==> src/sv/assert_macros.svh <==
// Assertion macros for the line-to-frame block.
// Needs clk and rst in the scope of each use; no other dependencies.
`ifndef ASSERT_MACROS_SVH
`define ASSERT_MACROS_SVH

// Same-cycle implication, disabled while in reset
`define LCF_ASSERT_NOW(lbl, ante, cons, msg) \
  lbl: assert property (@(posedge clk) disable iff (rst) (ante) |-> (cons)) \
    else $error(msg);

// Next-cycle implication, disabled while in reset
`define LCF_ASSERT_NEXT(lbl, ante, cons, msg) \
  lbl: assert property (@(posedge clk) disable iff (rst) (ante) |=> (cons)) \
    else $error(msg);

`endif

==> src/sv/lcf_pkg.sv <==
// Shared types, constants and digit decoders for the line-to-frame block.
// No dependencies.
package lcf_pkg;

  // Default sizing
  localparam int LINE_DEPTH_DEF     = 50;
  localparam int MAX_ID_DIGITS_DEF  = 8;
  localparam int MAX_DATA_BYTES_DEF = 8;

  // Field widths
  localparam int ID_W   = 27;
  localparam int LEN_W  = 4;
  localparam int PAY_W  = 64;
  localparam int DIG_W  = 5;

  // Characters
  localparam logic [7:0] CHAR_NUL  = 8'h00;
  localparam logic [7:0] CHAR_CR   = 8'h0D;
  localparam logic [7:0] CHAR_ZERO = 8'h30;
  localparam logic [7:0] CHAR_NINE = 8'h39;
  localparam logic [7:0] CHAR_LA   = 8'h61;
  localparam logic [7:0] CHAR_LF   = 8'h66;

  // Digit value that marks a character as not a digit
  localparam logic [DIG_W-1:0] BAD_DIGIT = 5'd16;

  typedef enum logic [2:0] {
    ST_IDLE = 3'b001,
    ST_WALK = 3'b010,
    ST_HOLD = 3'b100
  } lcf_state_t;

  typedef struct packed {
    logic [ID_W-1:0]  frame_id;
    logic [LEN_W-1:0] data_len;
    logic             remote_request;
    logic [PAY_W-1:0] payload;
    logic             format_error;
  } lcf_frame_t;

  // Decimal digit value, BAD_DIGIT otherwise
  function automatic logic [DIG_W-1:0] dec_val(input logic [7:0] c);
    logic [7:0] d;
    d = c - CHAR_ZERO;
    if (c >= CHAR_ZERO && c <= CHAR_NINE) begin
      return d[DIG_W-1:0];
    end
    return BAD_DIGIT;
  endfunction

  // Lowercase hex digit value, BAD_DIGIT otherwise
  function automatic logic [DIG_W-1:0] hex_val(input logic [7:0] c);
    logic [7:0] d;
    logic [7:0] x;
    d = c - CHAR_ZERO;
    x = c - CHAR_LA + 8'd10;
    if (c >= CHAR_ZERO && c <= CHAR_NINE) begin
      return d[DIG_W-1:0];
    end
    if (c >= CHAR_LA && c <= CHAR_LF) begin
      return x[DIG_W-1:0];
    end
    return BAD_DIGIT;
  endfunction

endpackage

==> src/sv/lcf_line_mem.sv <==
// Line buffer: single-port-write, single-port-read synchronous memory.
// Depends on nothing; read data is registered.
module lcf_line_mem #(
  parameter int LINE_DEPTH = lcf_pkg::LINE_DEPTH_DEF,
  localparam int IDX_W = $clog2(LINE_DEPTH)
) (
  input  logic             clk,
  input  logic             wr_en,
  input  logic [IDX_W-1:0] wr_addr,
  input  logic [7:0]       wr_data,
  input  logic [IDX_W-1:0] rd_addr,
  output logic [7:0]       rd_data
);

  logic [7:0] mem [LINE_DEPTH];

  // Write port
  always_ff @(posedge clk) begin
    if (wr_en) begin
      mem[wr_addr] <= wr_data;
    end
  end

  // Registered read port
  always_ff @(posedge clk) begin
    rd_data <= mem[rd_addr];
  end

endmodule

==> src/sv/lcf_parse.sv <==
// Line parser: walks the line buffer one position per cycle and builds a frame.
// Depends on lcf_pkg; reads through the registered port of lcf_line_mem.
module lcf_parse #(
  parameter int LINE_DEPTH     = lcf_pkg::LINE_DEPTH_DEF,
  parameter int MAX_ID_DIGITS  = lcf_pkg::MAX_ID_DIGITS_DEF,
  parameter int MAX_DATA_BYTES = lcf_pkg::MAX_DATA_BYTES_DEF,
  localparam int IDX_W = $clog2(LINE_DEPTH)
) (
  input  logic               clk,
  input  logic               rst,
  input  logic               start,
  input  logic [IDX_W-1:0]   start_fill,
  output logic [IDX_W-1:0]   rd_addr,
  input  logic [7:0]         rd_data,
  output logic               busy,
  output logic               out_valid,
  input  logic               out_stall,
  output lcf_pkg::lcf_frame_t frame
);

  lcf_pkg::lcf_state_t state;

  logic [IDX_W-1:0]             rd_ptr;
  logic [IDX_W-1:0]             fill;
  logic                         dvalid;
  logic [IDX_W-1:0]             dpos;
  logic                         dok;
  logic [lcf_pkg::ID_W-1:0]     id_acc;
  logic [lcf_pkg::LEN_W-1:0]    a_cnt;
  logic [lcf_pkg::LEN_W-1:0]    len;
  logic                         flag;
  logic [lcf_pkg::PAY_W-1:0]    pay;
  logic                         err;

  logic [7:0]                   c;
  logic [lcf_pkg::DIG_W-1:0]    dv;
  logic [lcf_pkg::DIG_W-1:0]    hv;
  logic [IDX_W-1:0]             a_ext;
  logic [IDX_W-1:0]             k;
  logic [5:0]                   nib_bit;
  logic                         last_nib;
  logic [lcf_pkg::ID_W-1:0]     id_next;
  logic                         load;

  assign rd_addr = rd_ptr;
  assign busy    = (state != lcf_pkg::ST_IDLE);

  // Frame moves into the output register when that register is free or drains
  assign load = (state == lcf_pkg::ST_HOLD) && (!out_valid || !out_stall);

  // Decode of the byte returned by the memory; unwritten positions read as zero
  always_comb begin
    c        = dok ? rd_data : lcf_pkg::CHAR_NUL;
    dv       = lcf_pkg::dec_val(c);
    hv       = lcf_pkg::hex_val(c);
    a_ext    = IDX_W'(a_cnt);
    k        = dpos - a_ext - IDX_W'(4);
    nib_bit  = {k[3:1], ~k[0], 2'b00};
    last_nib = ({1'b0, k[3:0]} == ({len, 1'b0} - 5'd1));
    id_next  = (id_acc << 3) + (id_acc << 1) + lcf_pkg::ID_W'(dv[3:0]);
  end

  // Walk sequencer
  always_ff @(posedge clk) begin
    if (rst) begin
      state     <= lcf_pkg::ST_IDLE;
      dvalid    <= 1'b0;
    end else begin
      case (state)
        lcf_pkg::ST_IDLE: begin
          if (start) begin
            state  <= lcf_pkg::ST_WALK;
            rd_ptr <= IDX_W'(1);
            fill   <= start_fill;
            dvalid <= 1'b0;
            id_acc <= '0;
            a_cnt  <= '0;
            len    <= '0;
            flag   <= 1'b0;
            pay    <= '0;
            err    <= 1'b0;
          end
        end
        lcf_pkg::ST_WALK: begin
          rd_ptr <= rd_ptr + IDX_W'(1);
          dvalid <= 1'b1;
          dpos   <= rd_ptr;
          dok    <= (rd_ptr < fill);
          if (dvalid) begin
            if (dpos == IDX_W'(1)) begin
              // identifier digit count
              if (dv == '0 || dv > lcf_pkg::DIG_W'(MAX_ID_DIGITS)) begin
                err   <= 1'b1;
                state <= lcf_pkg::ST_HOLD;
              end else begin
                a_cnt <= dv[3:0];
              end
            end else if (dpos <= a_ext + IDX_W'(1)) begin
              // identifier digits, most significant first
              if (dv > lcf_pkg::DIG_W'(9)) begin
                err   <= 1'b1;
                state <= lcf_pkg::ST_HOLD;
              end else begin
                id_acc <= id_next;
              end
            end else if (dpos == a_ext + IDX_W'(2)) begin
              // data length
              if (dv > lcf_pkg::DIG_W'(MAX_DATA_BYTES)) begin
                err   <= 1'b1;
                state <= lcf_pkg::ST_HOLD;
              end else begin
                len <= dv[3:0];
              end
            end else if (dpos == a_ext + IDX_W'(3)) begin
              // remote flag
              if (dv > lcf_pkg::DIG_W'(9)) begin
                err   <= 1'b1;
                state <= lcf_pkg::ST_HOLD;
              end else begin
                flag <= (dv != '0);
                if (len == '0) begin
                  state <= lcf_pkg::ST_HOLD;
                end
              end
            end else begin
              // hex nibbles, high nibble of each byte first
              if (hv == lcf_pkg::BAD_DIGIT) begin
                err   <= 1'b1;
                state <= lcf_pkg::ST_HOLD;
              end else begin
                pay[nib_bit +: 4] <= hv[3:0];
                if (last_nib) begin
                  state <= lcf_pkg::ST_HOLD;
                end
              end
            end
          end
        end
        lcf_pkg::ST_HOLD: begin
          // wait for the output register
          if (load) begin
            state <= lcf_pkg::ST_IDLE;
          end
        end
        default: begin
          state <= lcf_pkg::ST_IDLE;
        end
      endcase
    end
  end

  // Result register
  always_ff @(posedge clk) begin
    if (rst) begin
      out_valid <= 1'b0;
    end else if (load) begin
      out_valid            <= 1'b1;
      frame.frame_id       <= err ? '0 : id_acc;
      frame.data_len       <= err ? '0 : len;
      frame.remote_request <= err ? 1'b0 : flag;
      frame.payload        <= err ? '0 : pay;
      frame.format_error   <= err;
    end else if (!out_stall) begin
      out_valid <= 1'b0;
    end
  end

endmodule

==> src/sv/ascii_line_to_can_frame.sv <==
// Top level: serial text line to CAN frame description.
// Depends on lcf_pkg, lcf_line_mem, lcf_parse and assert_macros.svh.
//
//   channel | handshake           | beat
//   --------+---------------------+----------------------------------------------
//   in      | in_valid / in_stall | rx_byte
//   out     | out_valid/out_stall | frame_id, data_len, remote_request, payload,
//           |                     | format_error
//
// Each accepted byte but NUL is written into the line memory; a NUL is dropped.
// A carriage return starts a walk over the line memory, one read per cycle through its
// single registered read port; in_stall then stays high while the parser is busy, until
// its frame is loaded into the output register, and the walk stops early at a bad field.
// Reset clears the write index and the parser control; positions at or beyond the fill
// count read as zero, so there is no clearing pass. A stalled output holds the next
// frame back in the parser and keeps in_stall high until the previous frame is taken.
`include "assert_macros.svh"
module ascii_line_to_can_frame #(
  parameter int LINE_DEPTH     = lcf_pkg::LINE_DEPTH_DEF,
  parameter int MAX_ID_DIGITS  = lcf_pkg::MAX_ID_DIGITS_DEF,
  parameter int MAX_DATA_BYTES = lcf_pkg::MAX_DATA_BYTES_DEF
) (
  input  logic                       clk,
  input  logic                       rst,
  input  logic                       in_valid,
  output logic                       in_stall,
  input  logic [7:0]                 rx_byte,
  output logic                       out_valid,
  input  logic                       out_stall,
  output logic [lcf_pkg::ID_W-1:0]   frame_id,
  output logic [lcf_pkg::LEN_W-1:0]  data_len,
  output logic                       remote_request,
  output logic [lcf_pkg::PAY_W-1:0]  payload,
  output logic                       format_error
);

  localparam int IDX_W = $clog2(LINE_DEPTH);

  logic [IDX_W-1:0]    write_index;
  logic [IDX_W-1:0]    write_index_next;
  logic [IDX_W-1:0]    wi_inc;
  logic                in_accept;
  logic                store_en;
  logic                is_cr;
  logic                busy;
  logic [IDX_W-1:0]    rd_addr;
  logic [7:0]          rd_data;
  lcf_pkg::lcf_frame_t frame;
  logic                err_clean;
  logic                len_ok;
  logic                index_ok;

  assign in_stall  = busy;
  assign in_accept = in_valid && !in_stall;
  assign is_cr     = (rx_byte == lcf_pkg::CHAR_CR);
  assign store_en  = in_accept && (rx_byte != lcf_pkg::CHAR_NUL);
  assign wi_inc    = write_index + IDX_W'(1);

  // Write index: cleared after a carriage return or when the line fills up
  always_comb begin
    write_index_next = write_index;
    if (store_en) begin
      if (is_cr || wi_inc == IDX_W'(LINE_DEPTH - 1)) begin
        write_index_next = '0;
      end else begin
        write_index_next = wi_inc;
      end
    end
  end

  always_ff @(posedge clk) begin
    if (rst) begin
      write_index <= '0;
    end else begin
      write_index <= write_index_next;
    end
  end

  lcf_line_mem #(
    .LINE_DEPTH(LINE_DEPTH)
  ) u_mem (
    .clk     (clk),
    .wr_en   (store_en),
    .wr_addr (write_index),
    .wr_data (rx_byte),
    .rd_addr (rd_addr),
    .rd_data (rd_data)
  );

  lcf_parse #(
    .LINE_DEPTH    (LINE_DEPTH),
    .MAX_ID_DIGITS (MAX_ID_DIGITS),
    .MAX_DATA_BYTES(MAX_DATA_BYTES)
  ) u_parse (
    .clk        (clk),
    .rst        (rst),
    .start      (in_accept && is_cr),
    .start_fill (wi_inc),
    .rd_addr    (rd_addr),
    .rd_data    (rd_data),
    .busy       (busy),
    .out_valid  (out_valid),
    .out_stall  (out_stall),
    .frame      (frame)
  );

  assign frame_id       = frame.frame_id;
  assign data_len       = frame.data_len;
  assign remote_request = frame.remote_request;
  assign payload        = frame.payload;
  assign format_error   = frame.format_error;

  // Checks
  assign err_clean = frame_id == '0 && data_len == '0 && !remote_request && payload == '0;
  assign len_ok    = data_len <= lcf_pkg::LEN_W'(MAX_DATA_BYTES);
  assign index_ok  = write_index <= IDX_W'(LINE_DEPTH - 2);

  `LCF_ASSERT_NOW(a_err_fields_zero, out_valid && format_error, err_clean, "error frame not clean")
  `LCF_ASSERT_NOW(a_len_range, out_valid && !format_error, len_ok, "data length out of range")
  `LCF_ASSERT_NEXT(a_cr_starts_walk, in_accept && is_cr, in_stall, "walk not started")
  `LCF_ASSERT_NOW(a_index_bound, 1'b1, index_ok, "write index past line end")

endmodule

==> config.mk <==
export PLATFORM = sky130hd
export DESIGN_NAME = ascii_line_to_can_frame
export DESIGN_NICKNAME = d
export VERILOG_FILES = /design/src/sv/lcf_pkg.sv /design/src/sv/lcf_line_mem.sv /design/src/sv/lcf_parse.sv /design/src/sv/ascii_line_to_can_frame.sv
export VERILOG_INCLUDE_DIRS = /design/src /design/src/sv
export SDC_FILE = /design/constraint.sdc
export NUM_CORES = 1
export LEC_CHECK = 0
export BUFFER_PORTS_ARGS = -buffer_cell sky130_fd_sc_hd__buf_2
export CAP_MARGIN = 20
export CORE_AREA = 10 10 315 317
export CTS_CLUSTER_DIAMETER = 100
export DETAILED_ROUTE_END_ITERATION = 8
export DIE_AREA = 0 0 325 327
export PLACE_DENSITY = 0.54
export SYNTH_ARGS = -nofsm -noshare
export SYNTH_HDL_FRONTEND = slang
export SYNTH_SLANG_ARGS = --single-unit
==> constraint.sdc <==
create_clock -name clk -period 23.5 [get_ports clk]
set_input_delay 4.7 -clock clk [delete_from_list [all_inputs] [get_ports clk]]
set_output_delay 4.7 -clock clk [all_outputs]
set_load 0.05 [all_outputs]
# Word-level counts from Yosys, hierarchy flattened
# Memories as Yosys holds them, arrays and structs flattened. A register that Yosys moved wholly into a read port is not among the register bits.
# Index checks and enable logic that the tools add are counted.
dict set report word_totals {
  reg_bits 228
  ramBits 400
  elab_cells 184
  n_memories 1
}
dict set report op_classes {
  add_sub_neg 14
  n_lt_le_gt_ge 8
  eq_ne 33
  shift 2
  muxes 76
  bitwise_logic 2
  reduce_logical 29
}
# name words width read_ports rd_ports_with_merged_regs wr line
set memory_table {}
lappend memory_table {u_mem.mem 50 8 1 1 1 lcf_line_mem.sv:15} ;# logic [7:0] mem [LINE_DEPTH];
# operator count
set op_table {}
lappend op_table {{64-bit 2-to-1 mux} 7}
lappend op_table {{27-bit 2-to-1 mux} 5}
lappend op_table {{64-bit one-hot mux with 2 select lines} 1}
lappend op_table {{64-bit bitwise mux} 1}
lappend op_table {{4-bit by 8-bit variable shift with 64-bit output (first input constant)} 1}
lappend op_table {{4-bit by 8-bit variable part select with 64-bit output} 1}
lappend op_table {{27-bit one-hot mux with 2 select lines} 1}
lappend op_table {{3-bit 2-to-1 mux} 14}
lappend op_table {{4-bit 2-to-1 mux} 9}
lappend op_table {{27-bit adder} 1}
lappend op_table {{27-bit by 4-bit adder with 27-bit output} 1}
lappend op_table {{5-bit 2-to-1 mux} 5}
lappend op_table {{1-bit 2-to-1 mux} 23}
lappend op_table {{9-bit AND reduction} 2}
lappend op_table {{2-bit by 1-bit inequality test with 1-bit output (second input constant)} 8}
lappend op_table {{2-bit inequality test (second input constant)} 8}
lappend op_table {{4-bit one-hot mux with 2 select lines} 2}
lappend op_table {{8-bit AND reduction} 2}
lappend op_table {{7-bit AND reduction} 2}
lappend op_table {{6-bit by 1-bit adder with 6-bit output (second input constant)} 2}
lappend op_table {{6-bit by 5-bit == test with 1-bit output} 2}
lappend op_table {{6-bit 2-to-1 mux} 2}
lappend op_table {{6-bit one-hot mux with 2 select lines} 1}
lappend op_table {{4-bit by 2-bit adder with 5-bit output (second input constant)} 2}
lappend op_table {{other kinds (44)} 61}

# Longest topological paths before layout
# Gate-level depths: netlist (run 1).
dict set report depth {
  word_depth 16
  depth_mapped 19
  ltp_nobuf 18
}

# Modules after synthesis
# From an unflattened synthesis (run 1), not the netlist that was laid out.
dict set report hier_totals {
  hier_cells 1967
  hier_area_um2 28187.0
}
# mod instances cells_each area_each_um2 seq_area_each_um2
set modules_own_cells {}
lappend modules_own_cells {lcf_line_mem 1 905 16140.5 12171.7}
lappend modules_own_cells {lcf_parse 1 997 11561.1 6616.3}
lappend modules_own_cells {ascii_line_to_can_frame 1 65 485.5 120.1}

# Worst setup path after synthesis (run 1)
# No wires, ideal clock.
dict set report synth_path {
  path_kind {input port to flip-flop}
  startpoint {in rx_byte[5]}
  endpoint {reg u_parse.pay[0] in the netlist's numbering, enable pin}
  t_arrival_ps 10798
  required_time_ps 22918
  path_slack_ps 12120
  stages 5
  path_buffers 0
  path_cell_list {or4_1 -> nor3_1 -> nand3_1 -> a21o_1 -> a211oi_1}
}
dict set report synth_via {
  elab_chain_cells 4
}
# element line
set synth_lines {}
lappend synth_lines {{start: declaration} ascii_line_to_can_frame.sv:27} ;# input logic [7:0] rx_byte,
lappend synth_lines {{8-bit by 4-bit == test with 1-bit output} ascii_line_to_can_frame.sv:55} ;# assign is_cr = (rx_byte == lcf_pkg::CHAR_CR);
lappend synth_lines {{1-bit logical AND} ascii_line_to_can_frame.sv:97} ;# .start (in_accept && is_cr),
lappend synth_lines {{2-bit by 1-bit inequality test with 1-bit output (no line)} n/a}
lappend synth_lines {{9-bit AND reduction (no line)} n/a}
lappend synth_lines {{end signal: indexed assignment} lcf_parse.sv:131} ;# pay[nib_bit +: 4] <= hv[3:0];
lappend synth_lines {{end: declaration} lcf_parse.sv:32} ;# logic [lcf_pkg::PAY_W-1:0] pay;
# No other way between the ends.
# A chain may end at the register's enable or synchronous reset.

# Final worst setup path (run 1)
dict set report layout_path {
  startpoint {in rx_byte[6]}
  endpoint {mem u_mem.mem[23][5], enable pin}
}
dict set report layout_via {
  elab_chain_cells 4
}
# element line
set layout_lines {}
lappend layout_lines {{8-bit nonzero test} ascii_line_to_can_frame.sv:56} ;# assign store_en = in_accept && (rx_byte != lcf_pkg::CHAR_NUL);
lappend layout_lines {{1-bit logical AND} ascii_line_to_can_frame.sv:56}
lappend layout_lines {{1-bit 2-to-1 mux} lcf_line_mem.sv:19} ;# if (wr_en) begin
lappend layout_lines {{1-bit 2-to-1 mux (not written as such)} lcf_line_mem.sv:20} ;# mem[wr_addr] <= wr_data;
lappend layout_lines {{end: declaration} lcf_line_mem.sv:15}
# No other way between the ends.

==> results.md, run 1 <==
- Outcome: finished clean
- Maximum clock rate: 128.5 MHz
- Wire length per cell: 20.94 um
- Initial core utilization: 29.73%
- Worst-Margin Slew: about 1100 ps
- HPWL after DPL: 42510 um
- Number of remaining DRC errors: 0
- Critical path fanouts, max: 51
- Asr flop ratio synth: 0%
- CORE AREA: between 90000 and 100000 um2
- Max_cap viols: 0
- Critical R2R Capture: u_parse.id_acc[24]
- Slowest-stage cell, CP: nor2_1
- R2r startpoint: u_parse.dok
- Crit path largest cell delay: 670 ps
- Crit path required time: 23740 ps
- Max-slew violations: 0
- Initial DRC Count: 1392
- Remaining global-route overflow: 0
- # IOs: 111
- Hold Path Origin: u_parse.state[2]
- Worst Hold Slack: ~540 ps
- Clock-pin transition on the worst setup and hold timing paths: 60 ps
- CTS Buffer Depth: 3
- Power share of the clock group: between 40 and 50%
- CTS tree: yes
- Ys flop type: edfxtp_1
- Int Pwr: between 1.5 and 2 mW
- Area growth syn-to-layout: 15.34%
- Worst skew pair latency: between 600 and 700 ps
- Setup ws final: 15720 ps
- Drt pass-1 iters: 5
- Post-Place Cells: 3015
- H-tree levels: 3
- Yosys reg bits: 636
- Total Neg Setup Slack: 0 ps
- Num CTS Buffers: 69
- Mean Syn Cell Area: 16.23 um2
- Worst-path cell chain: buf_2 > buf_4 > or4_1 > nor2_1 > a21oi_1 > buf_4 > nor2b_1 > nand3b_1 > nor2_1
- First-pass GRT wire length: between 90000 and 100000 um
- Unrepaired setup endpoints after global routing: no
- Via density: 4.862
- Type of origin of the critical path: input pin
- Synth top area cells: edfxtp_1, mux4_2, ha_1, nor2b_1, nor2_1
- DR vias: 15.26k
- Nets@finish: between 1.5k and 2k
- Reg2reg setup slack: 18290 ps
- Total Wirelength: between 60000 and 70000 um
- CTS Sinks: around 640
- Post CTS Setup Buffer Count: 0
- Hold path endpoint: u_parse.out_valid
- Setup WS pre-CTS: 15100 ps
- Hold crit path type: reg -> reg
- Final Non-Filler Cells: roughly 3.1k
- Synth top area share: between 60 and 70%
- Path depth of the worst reg2reg path: 17
- Placer Congestion: 0.8099
- Post-cts sizing count: 0
- Sw frac: 20.21%
- Hold-fix buffers at CTS: 0
- Post-route ant nets: 0
- Synthesized area: 27580 um2
- Fin crit share: 33.11%
- Diode count: 0
- Vias in the first global route: approximately 15k
- Clk root buf: clkbuf_16
- Final setup fails: 0
- WHS Path Cells: 2
- Max-slew headroom: 26.62%
- Die width: approximately 330 um
- Number of flops mapped to enable cells by yosys: 617
- Max VDD drop: 0.06573 mV
- Kind of critical path: in -> reg
- Total power: 2.334 mW
- IO Port Bufs: 110
- Post-synthesis sequential area ratio: 68.55%
- Num rows: 112
- Crit path time final: roughly 8000 ps
- Cell area power density: between 70 and 80 nW/um2
- Syn Nets: 1793
- Fillers: 8847
- Pin count of the biggest net entering global routing: 110
- Final Hold Fails: 0
- Gr usage total: 12.06%
- Die height: 327 um
- Synth warn: 0
- Ratio of cells with drive above 1 in the final layout: 20.80%
- Clk_skew: 25.32 ps
- Mapped Cells: 1700
- Post-synth top area cell: edfxtp_1
- Reg power frac: 53.2%
- Die area: 106300 um2
- CP Data Arrival Time: roughly 8000 ps
- Initial antenna violation count: 1
- Net switching power figure: around 470 uW
- CP Capture Type: flop
- P_leak: 10.73 nW
- Combinational power share: under 10%
- Synth cell types: roughly 70
[layer usage]
metal  GRT usage (%)  routed length, um  up-vias
met5               0                 10        -
met4           2.634               1030        2
met3           2.332               4112       84
met2           19.02              30400      526
met1           17.09              30170     7808
li1                -                  -     6841
[metrics by stage]
step                util (%)  cell area, um2
floorplan                  -           27580
global placement       31.87           29570
detailed placement     31.89           29590
CTS                    34.29           31810
global route           34.29           31810
finish                 34.29           31810
[sequential cells by signal, indices dropped and copies added, names as in the netlist]
register           count
u_parse.len            4
u_parse.state          3
u_parse.err            1
write_index            6
u_parse.pay           64
u_parse.dpos           6
u_parse.rd_addr        6
u_parse.fill           6
u_parse.a_cnt          4
u_parse.frame         97
u_parse.dvalid         1
u_parse.dok            1
u_parse.id_acc        27
u_mem.rd_data          8
u_parse.flag           1
u_parse.out_valid      1
u_mem.mem            400
[cells by family (layout without fill, tap and decap cells)]
kind of cell	Yosys count	count (layout)	synth area share, %
xor gates and xnor gates	50	50	1.642
AOI/OAI and AO/OA	177	177	4.128
DFF	636	636	68.55
and+or+nand+nor	497	497	8.841
adders and majority gates	81	81	3.729
muxes	154	154	11.44
buffers and inverters	105	290	1.665
[cell usage after synthesis, types with 7 or more instances]
library cell  instances
dfxtp_1              19
and2_1               14
mux2i_1              17
edfxtp_1            617
ha_1                 79
mux2_2                8
nand2_1             105
nand3_1              69
a21oi_1              89
inv_1                32
a21o_1               26
buf_1                11
o21a_1                8
nor2_1              135
nand2b_1             12
nor3_1               18
buf_2                15
clkbuf_1             42
xor2_1               23
xnor2_1              25
mux4_2              128
and3_1                7
nor2b_1             102
[layout by cell type (no fill, tap or decap), types with 15 or more instances in the layout]
cell type / instances
clkinv_2: 15
clkbuf_16: 73
edfxtp_1: 617
dfxtp_1: 19
nand3_1: 69
inv_1: 32
mux2i_1: 17
xor2_1: 23
buf_4: 22
ha_1: 79
nor3_1: 18
a21oi_1: 87
xnor2_1: 25
nor2_1: 135
buf_2: 111
nor2b_1: 102
mux4_2: 128
nand2_1: 104
a21o_1: 26
[worst max-delay path by stage]
| stage | from | end |
|---|---|---|
| 2_1_floorplan | rx_byte[5] | u_parse.pay[0] |
| 3_3_place_gp | rx_byte[4] | u_parse.pay[5] |
| 3_5_place_dp | rx_byte[6] | u_mem.mem[37][1] |
| 4_1_cts | rx_byte[6] | u_mem.mem[37][6] |
| 5_1_grt | rx_byte[6] | u_mem.mem[23][5] |
| 6_report | rx_byte[6] | u_mem.mem[23][5] |
[critical path: cells and delay by family]
family | cells | cell delay, ps
simple gates | 5 | 1740
compound gates | 1 | 610
buf+inv | 3 | 920
[power by group through the flow]
| stage | Combinational [mW] | Sequential, mW | Clock (mW) |
|---|---|---|---|
| finish | 0.0304 | 1.24 | 1.06 |
| global route | 0.0325 | 1.24 | 1.14 |
| CTS | 0.0310 | 1.24 | 1.09 |
| detailed placement | 0.0309 | 1.27 | 0 |
| global placement | 0.0307 | 1.27 | 0 |
| floorplan | 0.00793 | 1.27 | 0 |
[area by class of cell]
| cell class | instances | area [um2] | share of cell area (%) |
|---|---|---|---|
| multi-input combinational | 959 | 8250 | 25.93 |
| sequential | 636 | 18910 | 59.44 |
| clock inverter | 38 | 339.1 | 1.066 |
| clock buffer | 86 | 1886 | 5.927 |
| tap | 1254 | 1569 | 4.932 |
| inverter | 32 | 120.1 | 0.3776 |
| timing repair buffer | 134 | 740.7 | 2.328 |
(Power assumes the default switching activity.)
==> run 2: changes to the inputs <==
Settings changed: ABC_AREA set to 1, CORE_AREA 10 10 315 317 to 10 10 318 320, DIE_AREA 0 0 325 327 to 0 0 328 330.
Clock period 23.5 ns to 7.2 ns, I/O delays scaled along.
==> run 2 against run 1 <==
Net effect: clock skew shrank 6.1 ps; setup slack lost 13000 ps; sequential cell count is the same; die area grew 1.8%; synthesized cell count grew 46%; sequential power grew to 3.4 times the previous value; first-iteration DRC count grew 16%; via count grew 22%.
==> results.md, run 2 <==
- Clock-pin transition on the worst setup and hold timing paths: 60 ps (about the same)
- Critical path fanouts, max: 64 (was 51)
- Worst-Margin Slew: 1002 ps (was 1101 ps)
- Mean Syn Cell Area: 11.35 um2 (was 16.23 um2)
- Post CTS Setup Buffer Count: 0 (unchanged)
- Fin crit share: 65.51%
- Synth top area share: 65.87% (was 67.17%)
- Ratio of cells with drive above 1 in the final layout: 11.28% (was 20.80%)
- Diode count: 0 (unchanged)
- Initial antenna violation count: 0 (was 1)
- Maximum clock rate: 212.0 MHz
- Clk_skew: 19.19 ps (was 25.32 ps)
- CP Capture Type: flop (unchanged)
- Die area: 108200 um2 (was 106300 um2)
- Unrepaired setup endpoints after global routing: no (unchanged)
- Final Non-Filler Cells: 3898 (was 3139)
- Crit path required time: 7430 ps (was 23740 ps)
- CP Data Arrival Time: 4950 ps (was 8020 ps)
- Max reg flops: 400 (unchanged)
- Commonest non-fill, non-tap cell in the layout: edfxtp_1 (unchanged)
- CORE AREA: 94590 um2 (was 92770 um2)
- Number of flops mapped to enable cells by yosys: 617 (unchanged)
- Kind of critical path: in -> reg (unchanged)
- Largest reg by FF count: u_mem.mem (unchanged)
- Ys flop type: edfxtp_1 (unchanged)
- Post-synthesis sequential area ratio: 67.22% (was 68.55%)
- Final instance area: 32350 um2 (was 31810 um2)
- Post-synth top area cell: edfxtp_1 (unchanged)
- Max-slew headroom: 33.17% (was 26.62%)
- Crit path time final: 4717 ps
- Most frequent cells in the layout: edfxtp_1, nor2_1, o21ai_0, nand2_1, inv_1 (was edfxtp_1, nor2_1, mux4_2, buf_2, nand2_1)
- Synth warn: 0 (unchanged)
- Via density: 4.765 (was 4.862)
- Die height: 330 um (was 327 um)
- P_leak: 11.57 nW (was 10.73 nW)
- Outcome: finished clean (unchanged)
- Area growth syn-to-layout: 15.01% (was 15.34%)
- Regs by FF count: u_mem.mem: 400 flops, u_parse.frame: 97 flops, u_parse.pay: 64 flops (unchanged)
- Type of origin of the critical path: input pin (unchanged)
- Drt pass-1 iters: 6 (was 5)
- Num CTS Buffers: 71 (was 69)
- Max_cap viols: 0 (unchanged)
- Total Wirelength: 71540 um (was 65720 um)
- Most common library cells after synthesis: edfxtp_1, nor2_1, o21ai_0 (was edfxtp_1, nor2_1, mux4_2)
- Clk root buf: clkbuf_16 (unchanged)
- Synthesized area: 28130 um2 (was 27580 um2)
- Initial core utilization: 29.74% (was 29.73%)
- Yosys reg bits: 636 (unchanged)
- Asr flop ratio synth: 0% (unchanged)
- Synth cell types: 49 (was 72)
- Cell area power density: 271.7 nW/um2 (was 73.37 nW/um2)
- Wire length per cell: 18.35 um (was 20.94 um)
- Remaining global-route overflow: 0 (unchanged)
- Total Neg Setup Slack: 0 ps (unchanged)
- CTS Sinks: 636 (unchanged)
- Post-cts sizing count: 0 (unchanged)
- Post-route ant nets: 0 (unchanged)
- Syn Nets: 2572 (was 1793)
- Setup ws final: 2483 ps (was 15720 ps)
- Final Hold Fails: 0 (unchanged)
- Mapped Cells: 2479 (was 1700)
- Initial DRC Count: 1608 (was 1392)
- DR vias: 18.57k (was 15.26k)
- H-tree levels: 3 (unchanged)
- Most common cell in the netlist: edfxtp_1 (unchanged)
- HPWL after DPL: 45340 um (was 42510 um)
- Setup WS pre-CTS: 1942 ps (was 15100 ps)
- Placer Congestion: 0.8433 (was 0.8099)
- Vias in the first global route: 18.25k (was 15.41k)
- # IOs: 111 (unchanged)
- Hold crit path type: reg -> reg (unchanged)
- Pin count of the biggest net entering global routing: 213 (was 110)
- Max-slew violations: 0 (unchanged)
- Nets@finish: 2671 (was 1925)
- Die width: 328 um (was 325 um)
- Final setup fails: 0 (unchanged)
- CTS tree: yes (unchanged)
- Number of remaining DRC errors: 0 (unchanged)
- Synth top area cells: edfxtp_1, nor2_1, o21ai_0, ha_1, inv_1 (was edfxtp_1, mux4_2, ha_1, nor2b_1, nor2_1)
- Max VDD drop: 0.1602 mV (was 0.06573 mV)
- Num rows: 113 (was 112)
- Gr usage total: 12.85% (was 12.06%)
- Worst skew pair latency: 620 ps (about the same)
- Post-Place Cells: 3769 (was 3015)
- First-pass GRT wire length: 109600 um (was 99730 um)
- Hold-fix buffers at CTS: 0 (unchanged)
- CTS Buffer Depth: 3 (unchanged)
- IO Port Bufs: 110 (unchanged)
- Placed Area: 30050 um2 (was 29590 um2)
-- run 2: changes by cell type after synthesis, moves of 53 or more --
cell,before,now
nor2_1,135,437
o21ai_0,6,290
inv_1,32,211
mux4_2,128,0
nand2_1,105,211
nor2b_1,102,0
o22ai_1,4,57
-- run 2: final timing paths --
path                  start                 end  slack, ps  depth (start not counted)
max              rx_byte[3]     u_parse.pay[15]       2480                         11
min          u_parse.dvalid      u_parse.dvalid        490                          2
max reg2reg     u_parse.dok  u_parse.id_acc[22]       2990                         17
min reg2reg  u_parse.dvalid      u_parse.dvalid        490                          2
-- run 2: power by group --
part	leakage, nW	internal [mW]	total, mW	switching (mW)
combinational	4.69	0.218	0.953	0.735
sequential	5.76	4.19	4.26	0.0648
clock	1.11	2.04	3.58	1.54
-- run 2: final cells by class --
type / instances / area (um2)
Fill cell: 9360 / 62240
Sequential cell: 636 / 18910
Multi-Input combinational cell: 1503 / 7940
Clock buffer: 86 / 1886
Tap cell: 1265 / 1583
Inverter: 231 / 877.1
Timing Repair Buffer: 135 / 758.2
Clock inverter: 42 / 396.6
-- run 2: metrics by stage --
step	power [mW]	utilization, %	hold slack (ps)
floorplan	4.939	-	424.4
global placement	5.280	31.77	468.3
detailed placement	5.282	31.77	476.9
CTS	8.868	34.18	490.3
global route	9.127	34.20	531.2
finish	8.788	34.20	487.2
-- run 2: critical path, stage by stage --
cell and delay [ps]:
buf_2 70, buf_4 500, nand4_1 240, nor2_1 570, nand2_1 230, nor2_1 460, nor2_1 110, nor2_1 220
o21ai_0 220, nor2_4 130, buf_4 650
-- run 2: cells by family (layout without fill, tap and decap cells) --
kind of cell / Yosys count / count (layout) / share of synthesized area (%)
and+or+nand+nor: 829 / 829 / 12.53
xor gates and xnor gates: 16 / 16 / 0.4982
buffers and inverters: 340 / 494 / 4.635
adders and majority gates: 81 / 81 / 3.657
DFF: 636 / 636 / 67.22
AOI/OAI and AO/OA: 577 / 577 / 11.46
-- run 2: layer usage --
metal  up-vias  part of all wire [%]  track usage (%)
li1       9043                     -                -
met1      8928                    46            17.42
met2       507                    46            20.65
met3        96                   5.8            2.667
met4         0                   2.1            3.539
met5         -                     0                0
